### config.mk
export PLATFORM = sky130hd
export DESIGN_NAME = morse_character_keyer_unit_flat
export DESIGN_NICKNAME = d
export VERILOG_FILES = /design/src/rtl/mck_pkg.sv /design/src/rtl/mck_if.sv /design/src/rtl/morse_character_keyer_unit.sv /design/src/rtl/mck_front.sv /design/src/rtl/mck_fifo.sv /design/src/rtl/mck_back.sv /design/src/flat_wrapper.sv
export VERILOG_INCLUDE_DIRS = /design/src /design/src/rtl
export SDC_FILE = /design/constraint.sdc
export NUM_CORES = 1
export LEC_CHECK = 0
export ABC_AREA = 1
export BUFFER_PORTS_ARGS = -buffer_cell sky130_fd_sc_hd__buf_2
export CORE_MARGIN = 4
export CORE_UTILIZATION = 35
export DETAILED_ROUTE_END_ITERATION = 10
export SLEW_MARGIN = 30
export SYNTH_ARGS = -nofsm -noshare
export SYNTH_HDL_FRONTEND = slang
export SYNTH_SLANG_ARGS = --single-unit
export TNS_END_PERCENT = 5
### constraint.sdc
create_clock -name clk_i -period 2.7 [get_ports clk_i]
set_input_delay 0 -clock clk_i [delete_from_list [all_inputs] [get_ports clk_i]]
set_output_delay 0 -clock clk_i [all_outputs]
set_load 0.01 [all_outputs]
### src/rtl/assert_macros.svh
// Assertion macros shared by the keyer RTL.
// Define NO_ASSERTIONS to compile the checks away.
`ifndef ASSERT_MACROS_SVH
`define ASSERT_MACROS_SVH

`ifndef NO_ASSERTIONS

`define ASSERT_PROP(lbl, clk, rstn, prop) \
  lbl: assert property (@(posedge clk) disable iff (!rstn) prop) \
    else $error("assertion failed");

`define ASSERT_NEVER(lbl, clk, rstn, cond) \
  lbl: assert property (@(posedge clk) disable iff (!rstn) !(cond)) \
    else $error("forbidden condition seen");

`else

`define ASSERT_PROP(lbl, clk, rstn, prop)
`define ASSERT_NEVER(lbl, clk, rstn, cond)

`endif

`endif

### src/rtl/mck_pkg.sv
// Shared types, constants and the letter code table of the Morse keyer.
// No dependencies.
`default_nettype none

package mck_pkg;

  localparam int unsigned CharW = 8;
  localparam int unsigned DotW  = 11;
  localparam int unsigned DurW  = 14;
  localparam int unsigned SymW  = 2;

  localparam logic [DotW-1:0] DotMin   = 11'd1;
  localparam logic [DotW-1:0] DotMax   = 11'd2000;
  localparam logic [DotW-1:0] DotReset = 11'd200;

  localparam logic [CharW-1:0] ChSpace  = 8'h20;
  localparam logic [CharW-1:0] ChUpperA = 8'h41;
  localparam logic [CharW-1:0] ChUpperZ = 8'h5A;
  localparam logic [CharW-1:0] ChLowerA = 8'h61;
  localparam logic [CharW-1:0] ChLowerZ = 8'h7A;
  localparam logic [CharW-1:0] CaseFold = 8'h20;

  typedef enum logic [SymW-1:0] {
    SYM_GAP  = 2'd0,
    SYM_DOT  = 2'd1,
    SYM_DASH = 2'd2
  } sym_e;

  // One queued character: a word space, or up to four elements sent
  // first-to-last, element 0 in dash[3]
  typedef struct packed {
    logic       is_space;
    logic [2:0] len;
    logic [3:0] dash;
  } desc_t;

  typedef struct packed {
    logic  valid;
    desc_t desc;
  } desc_xfer_t;

  // Letter index 0..25 to {element count, dash flags}
  function automatic logic [6:0] letter_code(input logic [4:0] idx);
    logic [6:0] code;
    unique case (idx)
      5'd0:    code = {3'd2, 4'b0100};  // A
      5'd1:    code = {3'd4, 4'b1000};  // B
      5'd2:    code = {3'd4, 4'b1010};  // C
      5'd3:    code = {3'd3, 4'b1000};  // D
      5'd4:    code = {3'd1, 4'b0000};  // E
      5'd5:    code = {3'd4, 4'b0010};  // F
      5'd6:    code = {3'd3, 4'b1100};  // G
      5'd7:    code = {3'd4, 4'b0000};  // H
      5'd8:    code = {3'd2, 4'b0000};  // I
      5'd9:    code = {3'd4, 4'b0111};  // J
      5'd10:   code = {3'd3, 4'b1010};  // K
      5'd11:   code = {3'd4, 4'b0100};  // L
      5'd12:   code = {3'd2, 4'b1100};  // M
      5'd13:   code = {3'd2, 4'b1000};  // N
      5'd14:   code = {3'd3, 4'b1110};  // O
      5'd15:   code = {3'd4, 4'b0110};  // P
      5'd16:   code = {3'd4, 4'b1101};  // Q
      5'd17:   code = {3'd3, 4'b0100};  // R
      5'd18:   code = {3'd3, 4'b0000};  // S
      5'd19:   code = {3'd1, 4'b1000};  // T
      5'd20:   code = {3'd3, 4'b0010};  // U
      5'd21:   code = {3'd4, 4'b0001};  // V
      5'd22:   code = {3'd3, 4'b0110};  // W
      5'd23:   code = {3'd4, 4'b1001};  // X
      5'd24:   code = {3'd4, 4'b1011};  // Y
      5'd25:   code = {3'd4, 4'b1100};  // Z
      default: code = 7'd0;
    endcase
    return code;
  endfunction

endpackage

`default_nettype wire

### src/rtl/mck_if.sv
// Valid/ready channel interfaces for keyer input bytes and LED results.
// Depends on mck_pkg.
`default_nettype none

interface mck_in_if;
  logic                       valid;
  logic                       ready;
  logic [mck_pkg::CharW-1:0]  character;
  logic                       end_of_write;

  modport source (output valid, character, end_of_write, input ready);
  modport sink   (input valid, character, end_of_write, output ready);
endinterface

interface mck_out_if;
  logic                       valid;
  logic                       ready;
  logic                       led_on;
  logic [mck_pkg::DurW-1:0]   duration_ms;
  logic [mck_pkg::SymW-1:0]   symbol;
  logic                       last;

  modport source (output valid, led_on, duration_ms, symbol, last, input ready);
  modport sink   (input valid, led_on, duration_ms, symbol, last, output ready);
endinterface

`default_nettype wire

### src/rtl/morse_character_keyer_unit.sv
// Morse keyer top: front end, character queue, emitter and dot_time register.
// Depends on mck_pkg, mck_if, mck_front, mck_fifo, mck_back, assert_macros.svh.
// First result passes the front-end register, the queue and the emitter register.
// Throughput: one result per cycle from the emitter while out_o is ready; a letter
// gives two results per element (2 to 8), a space one; other bytes are dropped.
// Reset: queue and output empty, dot_time returns to 200.
`default_nettype none

`include "assert_macros.svh"

module morse_character_keyer_unit (
  input  wire         clk_i,
  input  wire         rst_ni,
  mck_in_if.sink      in_i,
  mck_out_if.source   out_o,
  input  wire         psel,
  input  wire         penable,
  input  wire         pwrite,
  input  wire  [2:0]  paddr,
  input  wire  [31:0] pwdata,
  output logic [31:0] prdata,
  output logic        pready
);

  localparam logic RegDotTime = 1'b0;

  logic [mck_pkg::DotW-1:0] dot_cfg_q;
  logic [mck_pkg::DotW-1:0] dot_eff;
  mck_pkg::desc_xfer_t      push;
  logic                     push_ready;
  mck_pkg::desc_xfer_t      head;
  logic                     pop;

  assign pready = 1'b1;
  assign prdata = (paddr[2] == RegDotTime) ? {21'd0, dot_cfg_q} : 32'd0;

  always_ff @(posedge clk_i or negedge rst_ni) begin
    if (!rst_ni) begin
      dot_cfg_q <= mck_pkg::DotReset;
    end else if (psel && penable && pwrite && paddr[2] == RegDotTime) begin
      dot_cfg_q <= pwdata[mck_pkg::DotW-1:0];
    end
  end

  always_comb begin
    dot_eff = dot_cfg_q;
    if (dot_cfg_q < mck_pkg::DotMin) begin
      dot_eff = mck_pkg::DotMin;
    end else if (dot_cfg_q > mck_pkg::DotMax) begin
      dot_eff = mck_pkg::DotMax;
    end
  end

  mck_front u_front (
    .clk_i        (clk_i),
    .rst_ni       (rst_ni),
    .in_i         (in_i),
    .push_ready_i (push_ready),
    .push_o       (push)
  );

  mck_fifo u_fifo (
    .clk_i        (clk_i),
    .rst_ni       (rst_ni),
    .push_i       (push),
    .push_ready_o (push_ready),
    .head_o       (head),
    .pop_i        (pop)
  );

  mck_back u_back (
    .clk_i  (clk_i),
    .rst_ni (rst_ni),
    .head_i (head),
    .pop_o  (pop),
    .dot_i  (dot_eff),
    .out_o  (out_o)
  );

  `ASSERT_PROP(a_last_is_gap, clk_i, rst_ni, out_o.valid && out_o.last |-> !out_o.led_on)
  `ASSERT_PROP(a_sym_match, clk_i, rst_ni, out_o.valid |-> out_o.led_on == (out_o.symbol != mck_pkg::SYM_GAP))
  `ASSERT_NEVER(a_zero_dur, clk_i, rst_ni, out_o.valid && out_o.duration_ms == 14'd0)
  `ASSERT_NEVER(a_pop_empty, clk_i, rst_ni, pop && !head.valid)

endmodule

`default_nettype wire

### src/rtl/mck_front.sv
// Front end: accepts bytes, folds case, classifies and looks up letters.
// Depends on mck_pkg and mck_if.
`default_nettype none

module mck_front (
  input  wire                 clk_i,
  input  wire                 rst_ni,
  mck_in_if.sink              in_i,
  input  wire                 push_ready_i,
  output mck_pkg::desc_xfer_t push_o
);

  logic                       valid_q, valid_d;
  mck_pkg::desc_t             desc_q, desc_d;
  logic [mck_pkg::CharW-1:0]  ch_up;
  logic                       is_letter;
  logic                       is_space;
  logic [6:0]                 code;
  logic [mck_pkg::CharW-1:0]  offset;
  logic                       in_fire;

  assign in_i.ready = !valid_q || push_ready_i;
  assign in_fire    = in_i.valid && in_i.ready;

  always_comb begin
    ch_up = in_i.character;
    if (in_i.character >= mck_pkg::ChLowerA && in_i.character <= mck_pkg::ChLowerZ) begin
      ch_up = in_i.character - mck_pkg::CaseFold;
    end
    is_space  = (in_i.character == mck_pkg::ChSpace);
    is_letter = (ch_up >= mck_pkg::ChUpperA) && (ch_up <= mck_pkg::ChUpperZ);
    offset    = ch_up - mck_pkg::ChUpperA;
    code      = mck_pkg::letter_code(offset[4:0]);
  end

  always_comb begin
    valid_d = valid_q;
    desc_d  = desc_q;
    if (in_fire) begin
      // drop bytes that send nothing
      valid_d          = is_space || is_letter;
      desc_d.is_space  = is_space;
      desc_d.len       = code[6:4];
      desc_d.dash      = code[3:0];
    end else if (valid_q && push_ready_i) begin
      valid_d = 1'b0;
    end
  end

  always_ff @(posedge clk_i or negedge rst_ni) begin
    if (!rst_ni) begin
      valid_q <= 1'b0;
    end else begin
      valid_q <= valid_d;
    end
  end

  always_ff @(posedge clk_i) begin
    desc_q <= desc_d;
  end

  assign push_o.valid = valid_q;
  assign push_o.desc  = desc_q;

endmodule

`default_nettype wire

### src/rtl/mck_fifo.sv
// Two-entry character queue between the front end and the emitter.
// Depends on mck_pkg.
`default_nettype none

module mck_fifo (
  input  wire                 clk_i,
  input  wire                 rst_ni,
  input  mck_pkg::desc_xfer_t push_i,
  output logic                push_ready_o,
  output mck_pkg::desc_xfer_t head_o,
  input  wire                 pop_i
);

  mck_pkg::desc_t mem_q [2];
  logic           wr_ptr_q, wr_ptr_d;
  logic           rd_ptr_q, rd_ptr_d;
  logic [1:0]     count_q, count_d;
  logic           push;
  logic           pop;

  assign push_ready_o = (count_q != 2'd2);
  assign push         = push_i.valid && push_ready_o;
  assign pop          = pop_i && (count_q != 2'd0);

  assign head_o.valid = (count_q != 2'd0);
  assign head_o.desc  = mem_q[rd_ptr_q];

  always_comb begin
    wr_ptr_d = push ? !wr_ptr_q : wr_ptr_q;
    rd_ptr_d = pop  ? !rd_ptr_q : rd_ptr_q;
    count_d  = count_q;
    if (push && !pop) begin
      count_d = count_q + 2'd1;
    end else if (pop && !push) begin
      count_d = count_q - 2'd1;
    end
  end

  always_ff @(posedge clk_i or negedge rst_ni) begin
    if (!rst_ni) begin
      wr_ptr_q <= 1'b0;
      rd_ptr_q <= 1'b0;
      count_q  <= 2'd0;
    end else begin
      wr_ptr_q <= wr_ptr_d;
      rd_ptr_q <= rd_ptr_d;
      count_q  <= count_d;
    end
  end

  always_ff @(posedge clk_i) begin
    if (push) begin
      mem_q[wr_ptr_q] <= push_i.desc;
    end
  end

endmodule

`default_nettype wire

### src/rtl/mck_back.sv
// Emitter: walks a queued character; one timed LED result per unstalled cycle.
// Depends on mck_pkg and mck_if.
`default_nettype none

module mck_back (
  input  wire                       clk_i,
  input  wire                       rst_ni,
  input  mck_pkg::desc_xfer_t       head_i,
  output logic                      pop_o,
  input  wire [mck_pkg::DotW-1:0]   dot_i,
  mck_out_if.source                 out_o
);

  logic                       out_valid_q, out_valid_d;
  logic                       led_q, led_d;
  logic [mck_pkg::DurW-1:0]   dur_q, dur_d;
  mck_pkg::sym_e              sym_q, sym_d;
  logic                       last_q, last_d;
  logic [2:0]                 idx_q, idx_d;
  logic [mck_pkg::DurW-1:0]   dur1, dur3, dur7;
  logic [1:0]                 elem;
  logic [2:0]                 len_m1;
  logic                       is_dash;
  logic                       final_item;
  logic                       load;

  // one, three and seven units
  assign dur1 = {3'd0, dot_i};
  assign dur3 = {2'd0, dot_i, 1'b0} + dur1;
  assign dur7 = {dot_i, 3'd0} - dur1;

  assign elem    = idx_q[2:1];
  assign len_m1  = head_i.desc.len - 3'd1;
  assign is_dash = head_i.desc.dash[2'd3 - elem];
  assign load    = head_i.valid && (!out_valid_q || out_o.ready);

  always_comb begin
    final_item = head_i.desc.is_space || (idx_q[0] && (elem == len_m1[1:0]));
    led_d      = led_q;
    dur_d      = dur_q;
    sym_d      = sym_q;
    last_d     = last_q;
    idx_d      = idx_q;
    pop_o      = 1'b0;
    out_valid_d = out_valid_q && !out_o.ready;
    if (load) begin
      out_valid_d = 1'b1;
      last_d      = final_item;
      if (head_i.desc.is_space) begin
        led_d = 1'b0;
        dur_d = dur7;
        sym_d = mck_pkg::SYM_GAP;
      end else if (!idx_q[0]) begin
        led_d = 1'b1;
        dur_d = is_dash ? dur3 : dur1;
        sym_d = is_dash ? mck_pkg::SYM_DASH : mck_pkg::SYM_DOT;
      end else begin
        // stretch the closing gap to the character gap
        led_d = 1'b0;
        dur_d = final_item ? dur3 : dur1;
        sym_d = mck_pkg::SYM_GAP;
      end
      if (final_item) begin
        pop_o = 1'b1;
        idx_d = 3'd0;
      end else begin
        idx_d = idx_q + 3'd1;
      end
    end
  end

  always_ff @(posedge clk_i or negedge rst_ni) begin
    if (!rst_ni) begin
      out_valid_q <= 1'b0;
      idx_q       <= 3'd0;
    end else begin
      out_valid_q <= out_valid_d;
      idx_q       <= idx_d;
    end
  end

  always_ff @(posedge clk_i) begin
    led_q  <= led_d;
    dur_q  <= dur_d;
    sym_q  <= sym_d;
    last_q <= last_d;
  end

  assign out_o.valid       = out_valid_q;
  assign out_o.led_on      = led_q;
  assign out_o.duration_ms = dur_q;
  assign out_o.symbol      = sym_q;
  assign out_o.last        = last_q;

endmodule

`default_nettype wire
### src/flat_wrapper.sv
// flat-port wrapper written by rule: the top's interface ports become plain ports
module morse_character_keyer_unit_flat 
  (clk_i, rst_ni, psel, penable, pwrite, paddr, pwdata, prdata, pready, in_i_valid, in_i_character, in_i_end_of_write, in_i_ready, out_o_valid, out_o_led_on, out_o_duration_ms, out_o_symbol, out_o_last, out_o_ready);
  mck_in_if in_i_i ();
  mck_out_if out_o_i ();
  input  wire clk_i;
  input  wire rst_ni;
  input  wire psel;
  input  wire penable;
  input  wire pwrite;
  input  wire  [2:0] paddr;
  input  wire  [31:0] pwdata;
  output logic [31:0] prdata;
  output logic pready;
  input wire logic [$bits(in_i_i.valid)-1:0] in_i_valid;
  input wire logic [$bits(in_i_i.character)-1:0] in_i_character;
  input wire logic [$bits(in_i_i.end_of_write)-1:0] in_i_end_of_write;
  output wire logic [$bits(in_i_i.ready)-1:0] in_i_ready;
  output wire logic [$bits(out_o_i.valid)-1:0] out_o_valid;
  output wire logic [$bits(out_o_i.led_on)-1:0] out_o_led_on;
  output wire logic [$bits(out_o_i.duration_ms)-1:0] out_o_duration_ms;
  output wire logic [$bits(out_o_i.symbol)-1:0] out_o_symbol;
  output wire logic [$bits(out_o_i.last)-1:0] out_o_last;
  input wire logic [$bits(out_o_i.ready)-1:0] out_o_ready;
  assign in_i_i.valid = in_i_valid;
  assign in_i_i.character = in_i_character;
  assign in_i_i.end_of_write = in_i_end_of_write;
  assign in_i_ready = in_i_i.ready;
  assign out_o_valid = out_o_i.valid;
  assign out_o_led_on = out_o_i.led_on;
  assign out_o_duration_ms = out_o_i.duration_ms;
  assign out_o_symbol = out_o_i.symbol;
  assign out_o_last = out_o_i.last;
  assign out_o_i.ready = out_o_ready;
  morse_character_keyer_unit u_core (.clk_i(clk_i), .rst_ni(rst_ni), .in_i(in_i_i), .out_o(out_o_i), .psel(psel), .penable(penable), .pwrite(pwrite), .paddr(paddr), .pwdata(pwdata), .prdata(prdata), .pready(pready));
endmodule
==> flow_summary_export.csv, run 1 <==
group,metric,value,unit
setup_path,timing.critical_path.to_type,"flip-flop",
route,drt_iter0_drc,236,
floorplanning,die_height,122,µm
route,dr_total_vias,4092,
timing,setup_skew,0.00681,ns
worst_hold_path,hold_path_depth,5,
clocking,clk_path_buf_depth,2,
place,post_detail_place_hpwl,8270,µm
floorplanning,design.core.area,12700,µm²
power,power_density,980,nW/µm²
clocking,clock_tree.root_cell,"clkbuf_16",
clocking,reg_clk_slew_reported_paths,0.05,ns
cells_and_area,fin_util,44.6,%
route,wl,10700,µm
place,io_buffer_count,57,
setup_path,crit_path_dat,2.67,ns
setup_path,crit_path_start_kind,"flip-flop",
yosys,post_synth_inst_count,592,
timing,postLayoutSetupSlackWorst,0.126,ns
job,max-cap-violations,0,
clocking,cts_tree,"done",
timing,final-setup-viol-count,0,
yosys,synth.avg_cell_area,7.66,µm²
route,detailedRoute.firstPassIterationCount,5,
clocking,cts_buffers,9,
grt,antenna_found_initial,0,
clocking,ctsHtreeMaxLevel,3,
cells_and_area,finalNetCount,769,
timing,achievable-frequency,389,MHz
route,viasPerCell,4.76,
clocking,cts_sinks,59,
grt,first_global_vias,3882,
cells_and_area,final_design_area_no_fill,5650,µm²
place,place_worst_setup_slack,-0.00578,ns
cells_and_area,syn_to_final_growth,24.6,%
timing,final_max_slew_viol_count,0,
grt,grt_max_degree,24,
cells_and_area,post_route_cells_drive_above_1_share,24.3,%
grt,track_usage,14.8,%
route,drt.antenna.violating_nets,0,
floorplanning,standard_cell_rows,41,
floorplanning,design.die.area,14800,µm²
yosys,synth_ff_type,"edfxtp_1",
timing,grt_setup_unrepaired,"true",
yosys,asyncSetResetFlopFracSynth,33.9,%
setup_path,r2r.worst_path.cells,16,
setup_path,worst-setup-path-type,"flip-flop to flip-flop",
timing,max-slew-margin-rel,46.0,%
timing,finalWorstPathRequiredPeriod,2.57,ns
floorplanning,ioPinCount,104,
yosys,post_synth_instance_area,4540,µm²
setup_path,critPathRequiredTime,2.79,ns
worst_hold_path,type_of_the_worst_min_delay_path,"primary input to flip-flop",
yosys,synthesis.yosys.warnings,0,
floorplanning,floorplan.initialDensity,35.8,%
place,dpl.cell_count,828,
cells_and_area,most-common-layout-cells,"107 x nand2_1, 72 x inv_1, 66 x nor2_1",
timing,timing.final.crit_share,95.3,%
setup_path,critical_path_peak_fanout,6,
yosys,ys_types,42,
yosys,synth-seq-cells,59,
timing,fin_tns_setup,0,ns
timing,finalHoldViolations,0,
power,ir_drop,359,µV
yosys,number_of_enable_type_register_cells_in_the_synthesized_netlist,39,
route,remaining_drc_errors,0,
run_status,run_status,"finished, final reports clean",
cells_and_area,diodes,0,
place,globalplace.congestion,0.892,
route,route.detailed.wl_per_inst,12.4,µm
grt,global_route.overflow_total,0,
cells_and_area,fin_cells,860,
floorplanning,dieWidth,122,µm
timing,worst_slew_pin_slew,0.808,ns
place,instance_area_after_placement,5040,µm²
cells_and_area,layout.cells.most_common,"nand2_1",
cells_and_area,filler_cell_count,1265,
power,power.static_leakage,2.70,nW
clocking,clkLatencyLatePin,0.33,ns
grt,grt_first_pass_wirelength,17800,µm
yosys,sequential_element_share_of_the_synthesized_area,36.9,%
==> metal layers <==
metal	up-vias	routed length [µm]	global-route usage, %
li1	2073	-	-
met1	1880	5030	20.3
met2	128	4870	23.5
met3	11	604	2.60
met4	0	159	5.04
met5	-	0	0
==> cell families after synthesis <==
group | Yosys count | share of synthesized area [%]
and+or+nand+nor | 277 | 27.8
xor gates and xnor gates | 14 | 2.87
buffers and inverters | 119 | 12.2
DFF | 59 | 36.9
adders and majority gates | 35 | 9.82
AOI/OAI and AO/OA | 86 | 10.2
other | 2 | 0.166
==> worst max-delay path, cell delays in order, from the launching register on <==
cell        delay (ns)
dfstp_2           0.52
nand2_1           0.06
nor2_1            0.11
nand2_2           0.09
buf_4             0.16
nand2_8           0.08
clkinvlp_4        0.19
ha_4              0.36
nand2_1           0.08
nor2_2            0.19
nand3_2           0.12
nand3_2           0.10
nand2_1           0.06
nand3_2           0.07
nand2_1           0.05
nand2_1           0.05
inv_1             0.04
==> metrics by stage <==
stage / hold slack (ns) / total power (W)
final: 0.0808 / 0.00554
after global routing: 0.143 / 0.00602
after CTS: 0.0702 / 0.00535
after detailed placement: -0.0265 / 0.00418
after global placement: -0.0330 / 0.00413
after floorplan: -0.296 / 0.00344
==> flip-flops by register name, summed over array words and instances, names as in the netlist <==
signal                           count
u_core.u_back.out_o.valid            1
u_core.u_fifo.rd_ptr_q               1
u_core.u_fifo.mem_q                 14
u_core.u_front.push_o                7
u_core.u_back.idx_q                  3
u_core.u_back.out_o.led_on           1
u_core.u_back.out_o.last             1
u_core.u_fifo.count_q                2
u_core.u_fifo.wr_ptr_q               1
u_core.dot_cfg_q                    11
u_core.u_front.valid_q               1
u_core.u_back.out_o.duration_ms     14
u_core.u_back.out_o.symbol           2
==> timing repair <==
item / CTS / global route
setup buffers: 0 / 2
pin swaps: 0 / 6
hold buffers: 14 / 0
setup endpoints to repair: 2 / 10
endpoints found under the hold margin: 33 / 0
gates resized for setup: 1 / 39
==> cell type report <==
| type | count | area [µm²] | share of cell area (%) |
|---|---|---|---|
| timing repair buffer | 95 | 609 | 10.8 |
| multi-input combinational | 434 | 2520 | 44.7 |
| clock buffer | 10 | 229 | 4.05 |
| clock inverter | 6 | 67.6 | 1.20 |
| sequential | 59 | 1680 | 29.7 |
| inverter | 84 | 329 | 5.83 |
| tap | 172 | 215 | 3.81 |
==> synth_stat cells, types with 4 or more instances <==
| cell type | instances | share of area (%) |
|---|---|---|
| xnor2_1 | 4 | 0.77 |
| nand3_2 | 5 | 1.1 |
| a21oi_1 | 35 | 3.9 |
| ha_1 | 34 | 9.4 |
| inv_2 | 6 | 0.50 |
| buf_4 | 22 | 3.6 |
| o21ai_1 | 4 | 0.44 |
| nor2_1 | 70 | 5.8 |
| dfrtp_1 | 17 | 9.4 |
| nand2_1 | 112 | 9.3 |
| edfxtp_1 | 39 | 26 |
| nand4_1 | 7 | 0.97 |
| nand3_1 | 49 | 5.4 |
| nor3_1 | 6 | 0.66 |
| nand2_2 | 11 | 1.5 |
| clkbuf_1 | 8 | 0.66 |
| inv_1 | 77 | 6.4 |
| xor2_1 | 9 | 1.7 |
| nand3b_1 | 5 | 0.83 |
| o21ai_0 | 34 | 3.8 |
| nand2_4 | 4 | 0.99 |
| nor2_2 | 5 | 0.69 |
==> path summary, 6_finish.rpt <==
| path | from | to | slack, ns |
|---|---|---|---|
| min reg2reg | u_core.u_front.push_o[3] | u_core.u_fifo.mem_q[0][3] | 0.45 |
| min | in_i_character[4] | u_core.u_front.valid_q | 0.08 |
| max in group asynchronous | rst_ni | u_core.dot_cfg_q[6] | 2.20 |
| max | u_core.dot_cfg_q[7] | u_core.u_back.out_o.duration_ms[10] | 0.13 |
| max reg2reg | u_core.dot_cfg_q[7] | u_core.u_back.out_o.duration_ms[10] | 0.13 |
| min in group asynchronous | rst_ni | u_core.dot_cfg_q[8] | 0.16 |
==> power breakdown <==
group | leakage [nW] | switching (W) | total [W] | internal [W]
clock network | 0.139 | 0.000411 | 0.00113 | 0.000714
registers | 0.598 | 0.000141 | 0.00148 | 0.00134
logic | 1.97 | 0.00180 | 0.00293 | 0.00113
No activity file was read; power rests on OpenSTA's default activity.
==> run 2, diff against run 1 <==
--- a/config.mk
+++ b/config.mk
@@ -8,8 +8,9 @@
 export LEC_CHECK = 0
 export ABC_AREA = 1
 export BUFFER_PORTS_ARGS = -buffer_cell sky130_fd_sc_hd__buf_2
+export CORE_ASPECT_RATIO = 0.7
 export CORE_MARGIN = 4
-export CORE_UTILIZATION = 35
+export CORE_UTILIZATION = 25
 export DETAILED_ROUTE_END_ITERATION = 10
 export SLEW_MARGIN = 30
 export SYNTH_ARGS = -nofsm -noshare
==> constraint.sdc (replaced) <==
create_clock -name clk_i -period 3.1 [get_ports clk_i]
set_input_delay 0 -clock clk_i [delete_from_list [all_inputs] [get_ports clk_i]]
set_output_delay 0 -clock clk_i [all_outputs]
set_load 0.01 [all_outputs]
==> flow_summary_export.csv, run 2 (same netlist as run 1, synthesis figures left out) <==
group,metric,value,unit
cells_and_area,finalNetCount,760,
place,post_detail_place_hpwl,9440,µm
timing,final_max_slew_viol_count,0,
floorplanning,dieWidth,169,µm
timing,setup_skew,0.0126,ns
timing,finalWorstPathRequiredPeriod,2.84,ns
cells_and_area,layout.cells.most_common,"nand2_1",
setup_path,worst-setup-path-type,"flip-flop to flip-flop",
timing,fin_tns_setup,0,ns
setup_path,worstReg2RegStart,"u_core.dot_cfg_q[6]",
setup_path,critical_path.cell_chain,"buf_4 -> inv_1 -> nand3_1 -> nor2_1 -> nand2_1 -> nand2_2 -> ha_1 -> nand2_1 -> inv_1 -> nand2_1 -> nor2_1 -> nand3_1 -> nand2_1 -> a21oi_1 -> o21ai_0 -> buf_4 -> nand2_1",
setup_path,critPathTopFamily,"simple AND/OR/NAND/NOR gates",
place,io_buffer_count,57,
cells_and_area,most-common-layout-cells,"112 x nand2_1, 75 x inv_1, 69 x nor2_1",
setup_path,crit_path_start,"u_core.dot_cfg_q[6]",
power,power.static_leakage,2.68,nW
clocking,clock_tree.root_cell,"clkbuf_16",
clocking,cts_tree,"done",
floorplanning,design.die.area,20400,µm²
route,detailedRoute.firstPassIterationCount,5,
cells_and_area,syn_to_final_growth,22.2,%
power,power_density,858,nW/µm²
grt,grt_max_degree,24,
floorplanning,ioPinCount,104,
setup_path,critPathRequiredTime,3.18,ns
grt,first_global_vias,3709,
power,comb_power_share,51.5,%
timing,max-slew-margin-rel,49.4,%
cells_and_area,diodes,0,
setup_path,crit_path_start_kind,"flip-flop",
route,viasPerCell,4.36,
timing,worst_slew_pin_slew,0.757,ns
setup_path,timing.critical_path.to_type,"flip-flop",
power,ir_drop,265,µV
timing,final-setup-viol-count,0,
timing,achievable-frequency,352,MHz
clocking,clkLatencyLatePin,0.34,ns
place,globalplace.congestion,0.868,
worst_hold_path,hold_path_depth,5,
job,max-cap-violations,0,
timing,grt_setup_unrepaired,"false",
route,remaining_drc_errors,0,
route,route.detailed.wl_per_inst,12.8,µm
clocking,clk_path_buf_depth,2,
floorplanning,die_height,121,µm
setup_path,r2r.worst_path.cells,17,
setup_path,crit_path_dat,2.92,ns
route,drt_iter0_drc,252,
clocking,cts_sinks,59,
grt,global_route.overflow_total,0,
floorplanning,standard_cell_rows,40,
power,total_power,0.00475,W
cells_and_area,post_route_cells_drive_above_1_share,19.6,%
power,power.share.switching,43.8,%
worst_hold_path,type_of_the_worst_min_delay_path,"primary input to flip-flop",
power,cell_int_power,0.00267,W
route,drt.antenna.violating_nets,0,
setup_path,standard_cell_with_the_maximum_stage_delay_on_the_critical_path,"dfstp_2",
route,dr_total_vias,3971,
floorplanning,design.core.area,17500,µm²
setup_path,cp_num_cells,17,
setup_path,critical_path_peak_fanout,6,
grt,antenna_found_initial,0,
grt,grt_first_pass_wirelength,19100,µm
clocking,number_of_setup_buffers_added_after_cts,0,
floorplanning,floorplan.initialDensity,26.0,%
clocking,ctsHtreeMaxLevel,3,
cells_and_area,filler_cell_count,1899,
run_status,run_status,"finished, final reports clean",
setup_path,critical-path-top-cell-by-count,"nand2_1",
setup_path,worstPathBufferInverterCount,4,
route,wl,11700,µm
power,p_sw,0.00208,W
grt,track_usage,11.9,%
setup_path,cp_slowest_stage_delay,0.53,ns
power,p_clk_share,21.1,%
worst_hold_path,timing.hold.worst.start,"in_i_character[4]",
timing,timing.final.crit_share,91.6,%
timing,hold-worst-slack,0.0637,ns
timing,finalHoldViolations,0,
clocking,reg_clk_slew_reported_paths,0.06,ns
clocking,cts_buffers,9,
power,seq_power_share,27.3,%
-- run 2: tightest hold or removal path: stages --
cell	delay, ns
buf_2	0.10
nor3_1	0.05
nor2_1	0.09
o21ai_0	0.08
nand2_1	0.05
-- run 2: cell type report --
cell class              instances  area (µm²)  share of cell area (%)
clock inverters                 5        40.0                   0.723
repair buffers                 86         538                    9.71
flip-flops and latches         59        1680                    30.3
multi-input cells             434        2400                    43.3
well taps                     231         289                    5.22
inverters                      84         323                    5.83
clock buffers                  11         275                    4.97
-- run 2: power groups by stage --
stage	clock, W	sequential, W	combinational [W]
finish	0.00100	0.00130	0.00245
CTS	0.00103	0.00131	0.00241
global placement	0	0.00132	0.00238
floorplan	0	0.00134	0.00166
global route	0.00106	0.00134	0.00278
detailed placement	0	0.00132	0.00239
-- run 2: worst paths after layout --
check | slack, ns | end
setup / recovery | 0.26 | u_core.u_back.out_o.duration_ms[9]
hold / removal | 0.06 | u_core.u_front.valid_q
setup reg to reg | 0.26 | u_core.u_back.out_o.duration_ms[9]
hold reg to reg | 0.45 | u_core.u_fifo.mem_q[1][0]
max in group asynchronous | 2.57 | u_core.dot_cfg_q[9]
min in group asynchronous | 0.17 | u_core.u_back.idx_q[1]
-- run 2: timing repair --
action,CTS,global route
endpoints found under the setup margin,0,2
hold buffers,14,0
resized for setup,0,6
hold endpoints to repair,33,0
-- run 2: per-layer routing --
layer	vias up	global-route usage (%)	wire length (µm)
li1	2058	-	-
met2	137	14.1	3770
met3	11	2.75	901
met5	-	0	0
met4	0	3.77	161
met1	1765	20.1	6820
-- run 2: stage by stage --
stage / worst slack, ns / utilization [%] / cells / cell area (µm²)
floorplan: 0.480 / - / 612 / 4610
detailed placement: 0.274 / 29.0 / 880 / 5060
global placement: 0.291 / 29.0 / 880 / 5060
finish: 0.262 / 31.7 / 910 / 5540
CTS: 0.256 / 31.6 / 910 / 5520
global route: 0.00762 / 31.7 / 910 / 5540
